[config.mk]
export PLATFORM = sky130hd
export DESIGN_NAME = mmio_region_decoder_top_flat
export DESIGN_NICKNAME = d
export VERILOG_FILES = /design/src/hw/rtl/mrd_pkg.sv /design/src/hw/rtl/mrd_if.sv /design/src/hw/rtl/mrd_window_table.sv /design/src/hw/rtl/mmio_region_decoder_top.sv /design/src/flat_wrapper.sv
export SDC_FILE = /design/constraint.sdc
export NUM_CORES = 2
export LEC_CHECK = 0
export ABC_AREA = 1
export BUFFER_PORTS_ARGS = -buffer_cell sky130_fd_sc_hd__buf_2
export CAP_MARGIN = 20
export CORE_UTILIZATION = 50
export DETAILED_ROUTE_END_ITERATION = 8
export PLACE_DENSITY_LB_ADDON = 0.12
export SLEW_MARGIN = 10
export SYNTH_ARGS = -nofsm -noshare
export SYNTH_HDL_FRONTEND = slang
export SYNTH_SLANG_ARGS = --single-unit
[constraint.sdc]
create_clock -name i_clk -period 9 [get_ports i_clk]
set_input_delay 0.45 -clock i_clk [delete_from_list [all_inputs] [get_ports i_clk]]
set_output_delay 0.45 -clock i_clk [all_outputs]
set_load 0.005 [all_outputs]
[src/hw/rtl/mrd_pkg.sv]
`default_nettype none

package mrd_pkg;

    typedef enum logic [2:0] {
        ACT_CLEAR = 3'd0,
        ACT_MAP   = 3'd1,
        ACT_READ  = 3'd2,
        ACT_WRITE = 3'd3,
        ACT_PROBE = 3'd4
    } t_action;

    typedef enum logic [2:0] {
        ST_OK       = 3'd0,
        ST_UNMAPPED = 3'd1,
        ST_ZERO     = 3'd2,
        ST_OVERFLOW = 3'd3,
        ST_OVERLAP  = 3'd4,
        ST_FULL     = 3'd5
    } t_status;

    typedef struct packed {
        logic [2:0]         action;
        logic [31:0]        address;
        logic [32:0]        region_size;
        logic [3:0]         target_port;
        logic signed [63:0] write_value;
    } t_in_beat;

    typedef struct packed {
        logic [2:0]         status;
        logic               hit;
        logic [2:0]         entry_index;
        logic [3:0]         routed_port;
        logic [31:0]        offset;
        logic               is_write;
        logic signed [63:0] forward_value;
    } t_out_beat;

    // Query and update request from the decode stage to the window table.
    typedef struct packed {
        logic        clear;
        logic        append;
        logic [31:0] addr;
        logic [32:0] size;
        logic [3:0]  port;
    } t_tbl_cmd;

    // Lookup results of the window table for the current query.
    typedef struct packed {
        logic        hit;
        logic [2:0]  hit_entry;
        logic [3:0]  hit_port;
        logic [31:0] hit_offset;
        logic        clash;
        logic [2:0]  clash_entry;
        logic        full;
        logic [2:0]  next_entry;
    } t_tbl_status;

endpackage

`default_nettype wire

[src/hw/rtl/mrd_if.sv]
`default_nettype none

interface mrd_in_if;
    logic               valid;
    logic               ready;
    logic [2:0]         action;
    logic [31:0]        address;
    logic [32:0]        region_size;
    logic [3:0]         target_port;
    logic signed [63:0] write_value;

    modport source (
        output valid, action, address, region_size, target_port, write_value,
        input  ready
    );
    modport sink (
        input  valid, action, address, region_size, target_port, write_value,
        output ready
    );
endinterface

interface mrd_out_if;
    logic               valid;
    logic               ready;
    logic [2:0]         status;
    logic               hit;
    logic [2:0]         entry_index;
    logic [3:0]         routed_port;
    logic [31:0]        offset;
    logic               is_write;
    logic signed [63:0] forward_value;

    modport source (
        output valid, status, hit, entry_index, routed_port, offset, is_write,
               forward_value,
        input  ready
    );
    modport sink (
        input  valid, status, hit, entry_index, routed_port, offset, is_write,
               forward_value,
        output ready
    );
endinterface

`default_nettype wire

[src/hw/rtl/mrd_window_table.sv]
`default_nettype none

module mrd_window_table
    import mrd_pkg::*;
#(
    parameter int MAX_REGIONS = 8
) (
    input  wire logic        i_clk,
    input  wire logic        i_rst_n,
    input  wire t_tbl_cmd    i_cmd,
    output t_tbl_status      o_status
);

    localparam int IW = (MAX_REGIONS > 1) ? $clog2(MAX_REGIONS) : 1;
    localparam int CW = $clog2(MAX_REGIONS + 1);

    logic [MAX_REGIONS-1:0] r_valid;
    logic [31:0]            r_base [MAX_REGIONS];
    logic [32:0]            r_len  [MAX_REGIONS];
    logic [3:0]             r_port [MAX_REGIONS];
    logic [CW-1:0]          r_count;
    logic [CW-1:0]          n_count;

    logic [31:0]            diff   [MAX_REGIONS];
    logic [33:0]            w_end  [MAX_REGIONS];
    logic [MAX_REGIONS-1:0] holds;
    logic [MAX_REGIONS-1:0] meets;
    logic [33:0]            q_end;
    logic [IW-1:0]          hit_idx;
    logic [IW-1:0]          clash_idx;
    logic [IW-1:0]          wr_idx;

    always_comb begin
        q_end = {2'b00, i_cmd.addr} + {1'b0, i_cmd.size};
        for (int i = 0; i < MAX_REGIONS; i++) begin
            diff[i]  = i_cmd.addr - r_base[i];
            w_end[i] = {2'b00, r_base[i]} + {1'b0, r_len[i]};
            holds[i] = r_valid[i] && (i_cmd.addr >= r_base[i]) &&
                       ({1'b0, diff[i]} < r_len[i]);
            meets[i] = r_valid[i] && ({2'b00, i_cmd.addr} < w_end[i]) &&
                       ({2'b00, r_base[i]} < q_end);
        end

        // Lowest matching entry wins; windows never overlap, so a lookup
        // has at most one match, but the overlap search reports the first.
        hit_idx   = '0;
        clash_idx = '0;
        for (int i = MAX_REGIONS - 1; i >= 0; i--) begin
            if (holds[i]) begin
                hit_idx = IW'(i);
            end
            if (meets[i]) begin
                clash_idx = IW'(i);
            end
        end

        wr_idx = r_count[IW-1:0];
        n_count = r_count + CW'(1);

        o_status.hit         = |holds;
        o_status.hit_entry   = 3'(hit_idx);
        o_status.hit_port    = r_port[hit_idx];
        o_status.hit_offset  = diff[hit_idx];
        o_status.clash       = |meets;
        o_status.clash_entry = 3'(clash_idx);
        o_status.full        = (r_count >= CW'(MAX_REGIONS));
        o_status.next_entry  = 3'(r_count);
    end

    always_ff @(posedge i_clk) begin
        if (!i_rst_n) begin
            r_valid <= '0;
            r_count <= '0;
        end else if (i_cmd.clear) begin
            r_valid <= '0;
            r_count <= '0;
        end else if (i_cmd.append) begin
            r_valid[wr_idx] <= 1'b1;
            r_count         <= n_count;
        end
    end

    always_ff @(posedge i_clk) begin
        if (i_cmd.append && !i_cmd.clear) begin
            r_base[wr_idx] <= i_cmd.addr;
            r_len[wr_idx]  <= i_cmd.size;
            r_port[wr_idx] <= i_cmd.port;
        end
    end

endmodule

`default_nettype wire

[src/hw/rtl/mmio_region_decoder_top.sv]
`default_nettype none

// Memory-mapped address decoder with a table of up to MAX_REGIONS windows.
// Each request beat carries one action: clear empties the table, map checks
// a new window (zero size, overflow past 2^ADDR_BITS, overlap with an
// existing window, table full) and appends it, and read, write and probe
// report the window that holds the address, its target port and the offset.
// The block takes one beat per cycle while the result is not stalled, with
// one input register, one result register, and all window compares running in
// parallel between them. A map or clear updates the table at the edge its
// result is registered, so the very next beat already sees the change.
// A stalled result holds the pipeline; the input register still takes a
// beat while the result waits, but only while it is empty.

module mmio_region_decoder_top
    import mrd_pkg::*;
#(
    parameter int MAX_REGIONS = 8,
    parameter int ADDR_BITS   = 32
) (
    input  wire logic  i_clk,
    input  wire logic  i_rst_n,
    mrd_in_if.sink     i_req,
    mrd_out_if.source  o_rsp
);

    localparam logic [63:0] SPACE     = 64'd1 << ADDR_BITS;
    localparam logic [31:0] ADDR_MASK = 32'(SPACE - 64'd1);

    t_in_beat    r_in;
    logic        r_in_v;
    t_out_beat   r_out;
    logic        r_out_v;
    t_out_beat   n_out;

    logic        adv;
    logic [31:0] addr;
    logic [33:0] map_end;
    t_tbl_cmd    tbl_cmd;
    t_tbl_status tbl_st;

    assign adv         = r_in_v && (!r_out_v || o_rsp.ready);
    assign i_req.ready = !r_in_v || adv;

    always_ff @(posedge i_clk) begin
        if (!i_rst_n) begin
            r_in_v <= 1'b0;
        end else if (i_req.valid && i_req.ready) begin
            r_in_v <= 1'b1;
        end else if (adv) begin
            r_in_v <= 1'b0;
        end
    end

    always_ff @(posedge i_clk) begin
        if (i_req.valid && i_req.ready) begin
            r_in.action      <= i_req.action;
            r_in.address     <= i_req.address;
            r_in.region_size <= i_req.region_size;
            r_in.target_port <= i_req.target_port;
            r_in.write_value <= i_req.write_value;
        end
    end

    assign addr    = r_in.address & ADDR_MASK;
    assign map_end = {2'b00, addr} + {1'b0, r_in.region_size};

    mrd_window_table #(
        .MAX_REGIONS(MAX_REGIONS)
    ) u_table (
        .i_clk    (i_clk),
        .i_rst_n  (i_rst_n),
        .i_cmd    (tbl_cmd),
        .o_status (tbl_st)
    );

    always_comb begin
        n_out          = '0;
        tbl_cmd.clear  = 1'b0;
        tbl_cmd.append = 1'b0;
        tbl_cmd.addr   = addr;
        tbl_cmd.size   = r_in.region_size;
        tbl_cmd.port   = r_in.target_port;

        case (r_in.action)
            ACT_CLEAR: begin
                tbl_cmd.clear = adv;
            end
            ACT_MAP: begin
                if (r_in.region_size == 33'd0) begin
                    n_out.status = ST_ZERO;
                end else if ({30'd0, map_end} > SPACE) begin
                    n_out.status = ST_OVERFLOW;
                end else if (tbl_st.clash) begin
                    n_out.status      = ST_OVERLAP;
                    n_out.entry_index = tbl_st.clash_entry;
                end else if (tbl_st.full) begin
                    n_out.status = ST_FULL;
                end else begin
                    n_out.status      = ST_OK;
                    n_out.entry_index = tbl_st.next_entry;
                    n_out.routed_port = r_in.target_port;
                    tbl_cmd.append    = adv;
                end
            end
            ACT_READ, ACT_WRITE, ACT_PROBE: begin
                if (tbl_st.hit) begin
                    n_out.hit         = 1'b1;
                    n_out.entry_index = tbl_st.hit_entry;
                    n_out.routed_port = tbl_st.hit_port;
                    n_out.offset      = tbl_st.hit_offset;
                    if (r_in.action == ACT_WRITE) begin
                        n_out.is_write      = 1'b1;
                        n_out.forward_value = r_in.write_value;
                    end
                end else if (r_in.action != ACT_PROBE) begin
                    n_out.status = ST_UNMAPPED;
                end
            end
            default: begin
                n_out = '0;
            end
        endcase
    end

    always_ff @(posedge i_clk) begin
        if (!i_rst_n) begin
            r_out_v <= 1'b0;
        end else if (adv) begin
            r_out_v <= 1'b1;
        end else if (o_rsp.ready) begin
            r_out_v <= 1'b0;
        end
    end

    always_ff @(posedge i_clk) begin
        if (adv) begin
            r_out <= n_out;
        end
    end

    assign o_rsp.valid         = r_out_v;
    assign o_rsp.status        = r_out.status;
    assign o_rsp.hit           = r_out.hit;
    assign o_rsp.entry_index   = r_out.entry_index;
    assign o_rsp.routed_port   = r_out.routed_port;
    assign o_rsp.offset        = r_out.offset;
    assign o_rsp.is_write      = r_out.is_write;
    assign o_rsp.forward_value = r_out.forward_value;

    // A full input register facing a stalled result must not take a beat.
    a_no_accept_on_stall: assert property (@(posedge i_clk) disable iff (!i_rst_n)
        (r_in_v && r_out_v && !o_rsp.ready) |-> !i_req.ready)
        else $error("request taken while the pipeline is stalled");

    // Every beat that leaves the input register shows up as a result.
    a_adv_gives_result: assert property (@(posedge i_clk) disable iff (!i_rst_n)
        adv |=> r_out_v)
        else $error("advanced beat produced no result");

    // A clear leaves an empty table behind it.
    a_clear_empties: assert property (@(posedge i_clk) disable iff (!i_rst_n)
        (adv && r_in.action == ACT_CLEAR) |=>
            (!tbl_st.full && tbl_st.next_entry == 3'd0 && !tbl_st.hit))
        else $error("table not empty after clear");

endmodule

`default_nettype wire

[src/flat_wrapper.sv]
// flat-port wrapper written by rule: the top's interface ports become plain ports
module mmio_region_decoder_top_flat import mrd_pkg::*;
#(
    parameter int MAX_REGIONS = 8,
    parameter int ADDR_BITS   = 32
)
  (i_clk, i_rst_n, i_req_valid, i_req_action, i_req_address, i_req_region_size, i_req_target_port, i_req_write_value, i_req_ready, o_rsp_valid, o_rsp_status, o_rsp_hit, o_rsp_entry_index, o_rsp_routed_port, o_rsp_offset, o_rsp_is_write, o_rsp_forward_value, o_rsp_ready);
  mrd_in_if i_req_i ();
  mrd_out_if o_rsp_i ();
  input  wire logic i_clk;
  input  wire logic i_rst_n;
  input wire logic [$bits(i_req_i.valid)-1:0] i_req_valid;
  input wire logic [$bits(i_req_i.action)-1:0] i_req_action;
  input wire logic [$bits(i_req_i.address)-1:0] i_req_address;
  input wire logic [$bits(i_req_i.region_size)-1:0] i_req_region_size;
  input wire logic [$bits(i_req_i.target_port)-1:0] i_req_target_port;
  input wire logic [$bits(i_req_i.write_value)-1:0] i_req_write_value;
  output wire logic [$bits(i_req_i.ready)-1:0] i_req_ready;
  output wire logic [$bits(o_rsp_i.valid)-1:0] o_rsp_valid;
  output wire logic [$bits(o_rsp_i.status)-1:0] o_rsp_status;
  output wire logic [$bits(o_rsp_i.hit)-1:0] o_rsp_hit;
  output wire logic [$bits(o_rsp_i.entry_index)-1:0] o_rsp_entry_index;
  output wire logic [$bits(o_rsp_i.routed_port)-1:0] o_rsp_routed_port;
  output wire logic [$bits(o_rsp_i.offset)-1:0] o_rsp_offset;
  output wire logic [$bits(o_rsp_i.is_write)-1:0] o_rsp_is_write;
  output wire logic [$bits(o_rsp_i.forward_value)-1:0] o_rsp_forward_value;
  input wire logic [$bits(o_rsp_i.ready)-1:0] o_rsp_ready;
  assign i_req_i.valid = i_req_valid;
  assign i_req_i.action = i_req_action;
  assign i_req_i.address = i_req_address;
  assign i_req_i.region_size = i_req_region_size;
  assign i_req_i.target_port = i_req_target_port;
  assign i_req_i.write_value = i_req_write_value;
  assign i_req_ready = i_req_i.ready;
  assign o_rsp_valid = o_rsp_i.valid;
  assign o_rsp_status = o_rsp_i.status;
  assign o_rsp_hit = o_rsp_i.hit;
  assign o_rsp_entry_index = o_rsp_i.entry_index;
  assign o_rsp_routed_port = o_rsp_i.routed_port;
  assign o_rsp_offset = o_rsp_i.offset;
  assign o_rsp_is_write = o_rsp_i.is_write;
  assign o_rsp_forward_value = o_rsp_i.forward_value;
  assign o_rsp_i.ready = o_rsp_ready;
  mmio_region_decoder_top #(.MAX_REGIONS(MAX_REGIONS), .ADDR_BITS(ADDR_BITS)) u_core (.i_clk(i_clk), .i_rst_n(i_rst_n), .i_req(i_req_i), .o_rsp(o_rsp_i));
endmodule
Word-level counts from Yosys, hierarchy flattened
Memories as Yosys holds them, arrays and structs flattened. Cells that the tools add are included.

Flip-flop bits (word level): 258. Memory bits (writable): 552. Input bits: 140. Word-level logic and storage cells: 181. Memories: 3.

$add $sub $neg: 18. Order comparisons: 37. Eq/ne operators: 5. Muxes and demuxes: 48. Bitwise logic cells: 3. Reductions and logical operators: 51.

Memory list: u_core.u_table.r_len (depth 8, width 33, rd ports 8, clocked after memory_dff 0, wr ports 1, RTL line mrd_window_table.sv:19) `logic [32:0] r_len [MAX_REGIONS];`; u_core.u_table.r_base (depth 8, width 32, rd ports 8, clocked after memory_dff 0, wr ports 1, RTL line mrd_window_table.sv:18) `logic [31:0] r_base [MAX_REGIONS];`; u_core.u_table.r_port (depth 8, width 4, rd ports 1, clocked after memory_dff 0, wr ports 1, RTL line mrd_window_table.sv:20) `logic [3:0] r_port [MAX_REGIONS];`.

Operators by type and width (count): $lt A32 B34 Y1 (16); $add A32 B33 Y34 (9); $lt A32 B33 Y1 (8); $ge A32 B32 Y1 (8); $sub A32 B32 Y32 (8); $mux W105 (1); $bmux W32 S3 (1); $mux W65 (1); $mux W32 (2); $mux W3 (21); $logic_and A1 B1 Y1 (36); $gt A34 B33 Y1 const B (1); $logic_not A33 Y1 (1); $mux W7 (3); $reduce_or A8 Y1 (2); $mux W1 (15); $pmux W7 S2 (1); $ge A4 B4 Y1 const B (2); $or A8 B8 Y8 (1); $eq A3 B2 Y1 const B (2); $pmux W3 S2 (1); $add A4 B1 Y4 const B (1); $lt A3 B4 Y1 const B (1); $mux W4 (1); other kinds (15) (19).

Longest topological paths before layout
An unclocked memory read counts as a cell.

Depth in word-level cells: 18. Gate-level depth with buffers: 44. Depth with buffers taken out: 42.

Modules after synthesis
A second synthesis with hierarchy kept.

Cells, all modules: 10413. Area, all modules: 79734.0 sq um.

Modules (own cells, without submodules): mrd_window_table (times used 1, cells an instance 9285, area an instance 68346.8 sq um, sequential area each 16816.1 sq um); mmio_region_decoder_top (times used 1, cells an instance 1128, area an instance 11387.2 sq um, sequential area each 7367.1 sq um).

Worst setup path before layout
Ideal clock, no wire load.

Kind: register to register. Start: register u_core.r_in (netlist bit u_core.addr[1]). End: memory u_core.u_table.r_base[7][0], enable pin. Library setup time: 0.496 ns. Arrival: 6.968 ns. Path slack: 1.536 ns. Stages on the path, launching flop included: 34. Path buffers: 0. Cell sequence: edfxtp_1 -> inv_1 -> fa_1 -> inv_1 -> nand2_1 -> nand3_2 -> nand2_2 -> nand2_2 -> nand2_2 -> nand2_2 -> nand2_1 -> nand2_1 -> inv_1 -> ha_1 -> nand2_1 -> nor2_1 -> nand3_1 -> nor2_1 -> nor2_1 -> nand3_1 -> nand2_1 -> nand2_1 -> nand2_1 -> nand2_1 -> nand2_1 -> nand3_1 -> nand2_1 -> nand3_2 -> nand2_1 -> nor2_4 -> nand3_4 -> nor2_4 -> nand2_1 -> nor2_1.

Word-level cells in the longest chain between the ends: 11.

RTL lines: start: declaration (RTL line mmio_region_decoder_top.sv:30) `t_in_beat r_in;`; $add A32 B33 Y34 or $lt A32 B34 Y1 (tied branches) (RTL line mrd_window_table.sv:34, mmio_region_decoder_top.sv:66, mrd_window_table.sv:40); $lt A32 B34 Y1 or $logic_and A1 B1 Y1 (tied branches) (RTL line mrd_window_table.sv:41, mrd_window_table.sv:40); $logic_and A1 B1 Y1 (RTL line mrd_window_table.sv:40) `meets[i] = r_valid[i] && ({2'b00, i_cmd.addr} < w_end[i]) &&`; $reduce_or A8 Y1 (RTL line mrd_window_table.sv:64) `o_status.clash = |meets;`; $mux W1 (RTL line mmio_region_decoder_top.sv:94) `end else if (tbl_st.clash) begin`; $mux W1 (*) (RTL line mmio_region_decoder_top.sv:92) `end else if ({30'd0, map_end} > SPACE) begin`; $mux W1 (*) (RTL line mmio_region_decoder_top.sv:90) `if (r_in.region_size == 33'd0) begin`; $mux W1 (*) (RTL line mmio_region_decoder_top.sv:85) `case (r_in.action)`; $logic_and A1 B1 Y1 (*) (RTL line mrd_window_table.sv:84) `if (i_cmd.append && !i_cmd.clear) begin`; $mux W1 (*) (RTL line mrd_window_table.sv:84); $mux W1 (not written as such) (*) (RTL line mrd_window_table.sv:85) `r_base[wr_idx] <= i_cmd.addr;`; end: declaration (RTL line mrd_window_table.sv:18).

Every way passes the cells marked *; elsewhere a longest branch is shown, timed or not.

Worst setup path after layout
Start: register u_core.r_in (netlist bit u_core.addr[1]). End: register u_core.r_out (netlist bit u_core.o_rsp.offset[5]) (data pin).

Word-level cells in the longest chain between the ends: 15.

RTL lines: $sub A32 B32 Y32 or $ge A32 B32 Y1 (tied branches) (RTL line mrd_window_table.sv:36, mrd_window_table.sv:38); $lt A32 B33 Y1 or $logic_and A1 B1 Y1 (tied branches) (RTL line mrd_window_table.sv:39, mrd_window_table.sv:38); $logic_and A1 B1 Y1 (RTL line mrd_window_table.sv:38) `holds[i] = r_valid[i] && (i_cmd.addr >= r_base[i]) &&`; $mux W3 (8 in series) (RTL line mrd_window_table.sv:49) `if (holds[i]) begin`; $not A3 Y4 (not written as such) (RTL line mrd_window_table.sv:63) `o_status.hit_offset = diff[hit_idx];`; $bmux W32 S3 (RTL line mrd_window_table.sv:63); $mux W32 (not written as such) (2 in series) (RTL line mrd_window_table.sv:63); end signal: assignment (RTL line mmio_region_decoder_top.sv:138) `r_out <= n_out;`; end: declaration (RTL line mmio_region_decoder_top.sv:32) `t_out_beat r_out;`.

Parallel ways exist; a longest one is shown, timed or not. The select of a mux whose other input is x is not followed. A chain may end at the register's enable or synchronous reset.

==> results.cfg <==
[outcome]
outcome = complete, no violations

[yosys]
synthesis.nets = 11300
syn-instance-count = 9883
synth.area.mux_share = 0
yosysTopAreaCell = sky130_fd_sc_hd__edfxtp_1
synth-compound-area-share = 0.126
synth_async_sr_flop_share = 0
mappedNetlistArea_um2 = 77000
count_of_flip_flops_with_a_built_in_enable_after_synthesis = 796
synthAdderAreaFrac = 0.214
synth_most_common_cell = sky130_fd_sc_hd__nand2_1
synthSimpleGateAreaFrac = 0.210
post_synth_top_flop = sky130_fd_sc_hd__edfxtp_1
synth_unique_cells = 63
yosys_register_bits = 810
post_synth_main_area_contributors = sky130_fd_sc_hd__edfxtp_1 31%, sky130_fd_sc_hd__ha_1 21%, sky130_fd_sc_hd__nand2_1 11%, sky130_fd_sc_hd__inv_1 7.6%, sky130_fd_sc_hd__a21oi_1 5.8%
post_synth.cell_area_avg_um2 = 7.79
yosys_warnings = 0
synth.yosys.seq_area_share = 0.314
post_synth_xor_area_fraction = 0.0540
synth.top_cell.area_share = 0.311
synth.top_cells.by_count = 2,215 x sky130_fd_sc_hd__nand2_1, 1,565 x sky130_fd_sc_hd__inv_1, 1,290 x sky130_fd_sc_hd__ha_1, 938 x sky130_fd_sc_hd__nor2_1, 895 x sky130_fd_sc_hd__a21oi_1
combinational_family_with_the_most_area_after_synthesis = adder cells

[clocking]
cts_tree = built
total_number_of_clock_tree_sinks = 810
cts_root_buf = sky130_fd_sc_hd__clkbuf_16
clkLatencyLatePin_ps = 760
tritoncts.num_buffers = 96
postCtsSetupRepairBufs = 0
htreeDepth = 3
cts_resized = 0
cts_max_path_buffers = 3
clk_pin_slew_worst_paths_ps = 60

[critical_path]
critical_path.endpoint_type = flop
slowest_stage_cell_crit_path = sky130_fd_sc_hd__edfxtp_1
setup.reg_to_reg.worst_slack_ps = 590
worstSetupPathType = reg -> reg
crit_fanout = 51
worst_path_largest_cell_delay_ps = 830
cp-start-kind = flop
cp.required_ps = 9610
worst-endpoint-arrival_ps = 9020
crit_top_cell = sky130_fd_sc_hd__nand2_1

[placed_design]
io_buffer_count = 249
dp.final_hpwl_mm = 261
gp_congestion = 1.05

[detailed_routing]
drt_wl_cell_um = 25.8
drt_drc_violations_left = 0
drt-vias-per-instance = 5.87
route.final.wire_length_mm = 324
detailedRoute.firstPassIterationCount = 9
vias_post_dr = 73900
drtAntennaViolNets = 0
drt_first_iter_violations = 7208

[floorplanning]
pin_count = 250
die-area_um2 = 156000
core.rowCount = 143
chipHeight_um = 394
floorplan.die.width_um = 394
floorplan.initialDensity = 0.505
design.core.area_um2 = 152000

[worst_hold_path]
hp-class = in -> reg

[global_routing]
initial_antenna_violation_count = 38
grt.busiest_layer = met2
grt_pass1_wl_mm = 463
gr-usage-met3 = 0.0572
gr-usage-met2 = 0.684
grt_start_max_net_pins = 90
total_congestion_overflow_after_global_routing = 0
gr-usage-met1 = 0.468
vias_in_the_first_global_route = 73900
grt_util_all_layers = 0.407

[timing]
fin_worst_hold_slack_ps = 396
setup-tns-final_ps = 0
max_freq_ghz = 0.119
slew_headroom = 0.217
hold_viol = 0
max_slew_violation_count = 0
layout_worst_path_cycle_share = 0.934
final_period_minus_worst_setup_slack_ps = 8410
max_slew.worst_pin.slew_ps = 1170
grt_setup_unrepaired = false
finalSetupViolCount = 0
clock_skew_ps = 48.5

[final_layout]
synthToLayoutAreaGrowth_pct = 12.2
fin_nets = 11900
drive_gt1_frac = 0.0606

[power]
leakagePower_nw = 42.4
peakVddDrop_uv = 213
power_density_normalized_to_cell_area_nw_per_um2 = 127

[job]
timing.max_cap.violations = 0
area by class of cell:
cell class | count | area (um2)
fill | 14300 | 66000
multi-input combinational | 7426 | 46500
sequential | 810 | 24200
inverter | 1579 | 5940
timing repair buffer | 548 | 4000
tap | 2030 | 2540
clock buffer | 116 | 2520
clock inverter | 60 | 691
antenna | 10 | 25.0
per-layer routing:
| layer | wire (um) | up-vias |
|---|---|---|
| li1 | - | 34400 |
| met1 | 119000 | 35100 |
| met5 | 16 | - |
| met3 | 25100 | 962 |
| met2 | 152000 | 3441 |
| met4 | 28000 | 4 |
final timing paths:
check                                   from                                    to  cells past startpoint
min reg2reg  u_core.o_rsp.valid$_SDFFE_PN0P_       u_core.o_rsp.valid$_SDFFE_PN0P_                      2
max reg2reg         u_core.addr[1]$_DFFE_PP_  u_core.o_rsp.offset[5]$_SDFFCE_PN0P_                     31
min                        i_req_address[19]             u_core.addr[19]$_DFFE_PP_                      2
max                 u_core.addr[1]$_DFFE_PP_  u_core.o_rsp.offset[5]$_SDFFCE_PN0P_                     31
power by group:
group | switching [mW] | leakage, nW | internal [mW] | total [mW]
sequential | 0.0535 | 7.46 | 4.21 | 4.26
combinational | 1.77 | 33.4 | 0.810 | 2.58
clock | 1.81 | 1.54 | 2.32 | 4.14
total | 3.63 | 42.4 | 7.34 | 11.0
registers in the layout (all words and copies together) (netlist names), 4 cells and up:
signal,count
u_core.u_table.r_len,264
u_core.u_table.r_base,256
u_core.r_in,104
u_core.o_rsp.forward_value,64
u_core.addr,32
u_core.o_rsp.offset,32
u_core.u_table.r_port,32
u_core.u_table.r_valid,8
u_core.o_rsp.routed_port,4
u_core.u_table.r_count,4
stage by stage:
step | area, um2 | cells | util | power (mW) | setup slack [ps]
6_report | 86400 | 12600 | 0.567 | 11.0 | 595
3_3_place_gp | 81800 | 12300 | 0.536 | 6.71 | 627
5_1_grt | 86400 | 12600 | 0.567 | 11.3 | 373
3_5_place_dp | 81800 | 12300 | 0.536 | 6.77 | 934
2_1_floorplan | 77000 | 9883 | - | 5.77 | 1540
4_1_cts | 86400 | 12600 | 0.567 | 10.9 | 902
cell families (layout without fill, tap and decap cells):
kind of cell	Yosys count	count (layout)
xor+xnor	475	475
buf+inv	1647	2303
simple gates	3922	3922
fa+ha+maj	1307	1307
compound gates	1722	1722
flops	810	810
other cells	0	10
placed cells by master, fill, tap and decap left out, types with 34 or more instances in the layout:
master                          instances
sky130_fd_sc_hd__nand4_1               91
sky130_fd_sc_hd__a21boi_0              37
sky130_fd_sc_hd__o21bai_1              68
sky130_fd_sc_hd__nand3_1              407
sky130_fd_sc_hd__nor3_1               122
sky130_fd_sc_hd__ha_1                1290
sky130_fd_sc_hd__nor4_1                34
sky130_fd_sc_hd__xnor2_1              170
sky130_fd_sc_hd__inv_1               1556
sky130_fd_sc_hd__clkbuf_16             98
sky130_fd_sc_hd__nor2_1               937
sky130_fd_sc_hd__o21ai_1               39
sky130_fd_sc_hd__dlygate4sd3_1        139
sky130_fd_sc_hd__nand2_1             2213
sky130_fd_sc_hd__o21a_1                50
sky130_fd_sc_hd__a21oi_1              895
sky130_fd_sc_hd__o21ai_0              351
sky130_fd_sc_hd__a21o_1                92
sky130_fd_sc_hd__buf_4                147
sky130_fd_sc_hd__edfxtp_1             796
sky130_fd_sc_hd__xor2_1               305
sky130_fd_sc_hd__buf_2                249
sky130_fd_sc_hd__nand3b_1              41
sky130_fd_sc_hd__a31oi_1               86
worst max-delay path, delay by kind of cell (launching register included):
kind | cells | cell delay (ps)
flops | 1 | 830
simple gates | 21 | 4090
xor+xnor | 1 | 400
fa+ha+maj | 2 | 490
buf+inv | 3 | 910
compound gates | 4 | 1440
timing repair:
item,CTS,global route
endpoints found under the setup margin,0,0
hold buffers,139,0
endpoints found under the hold margin,138,0
Note: power is estimated with default switching activity, not from simulation.
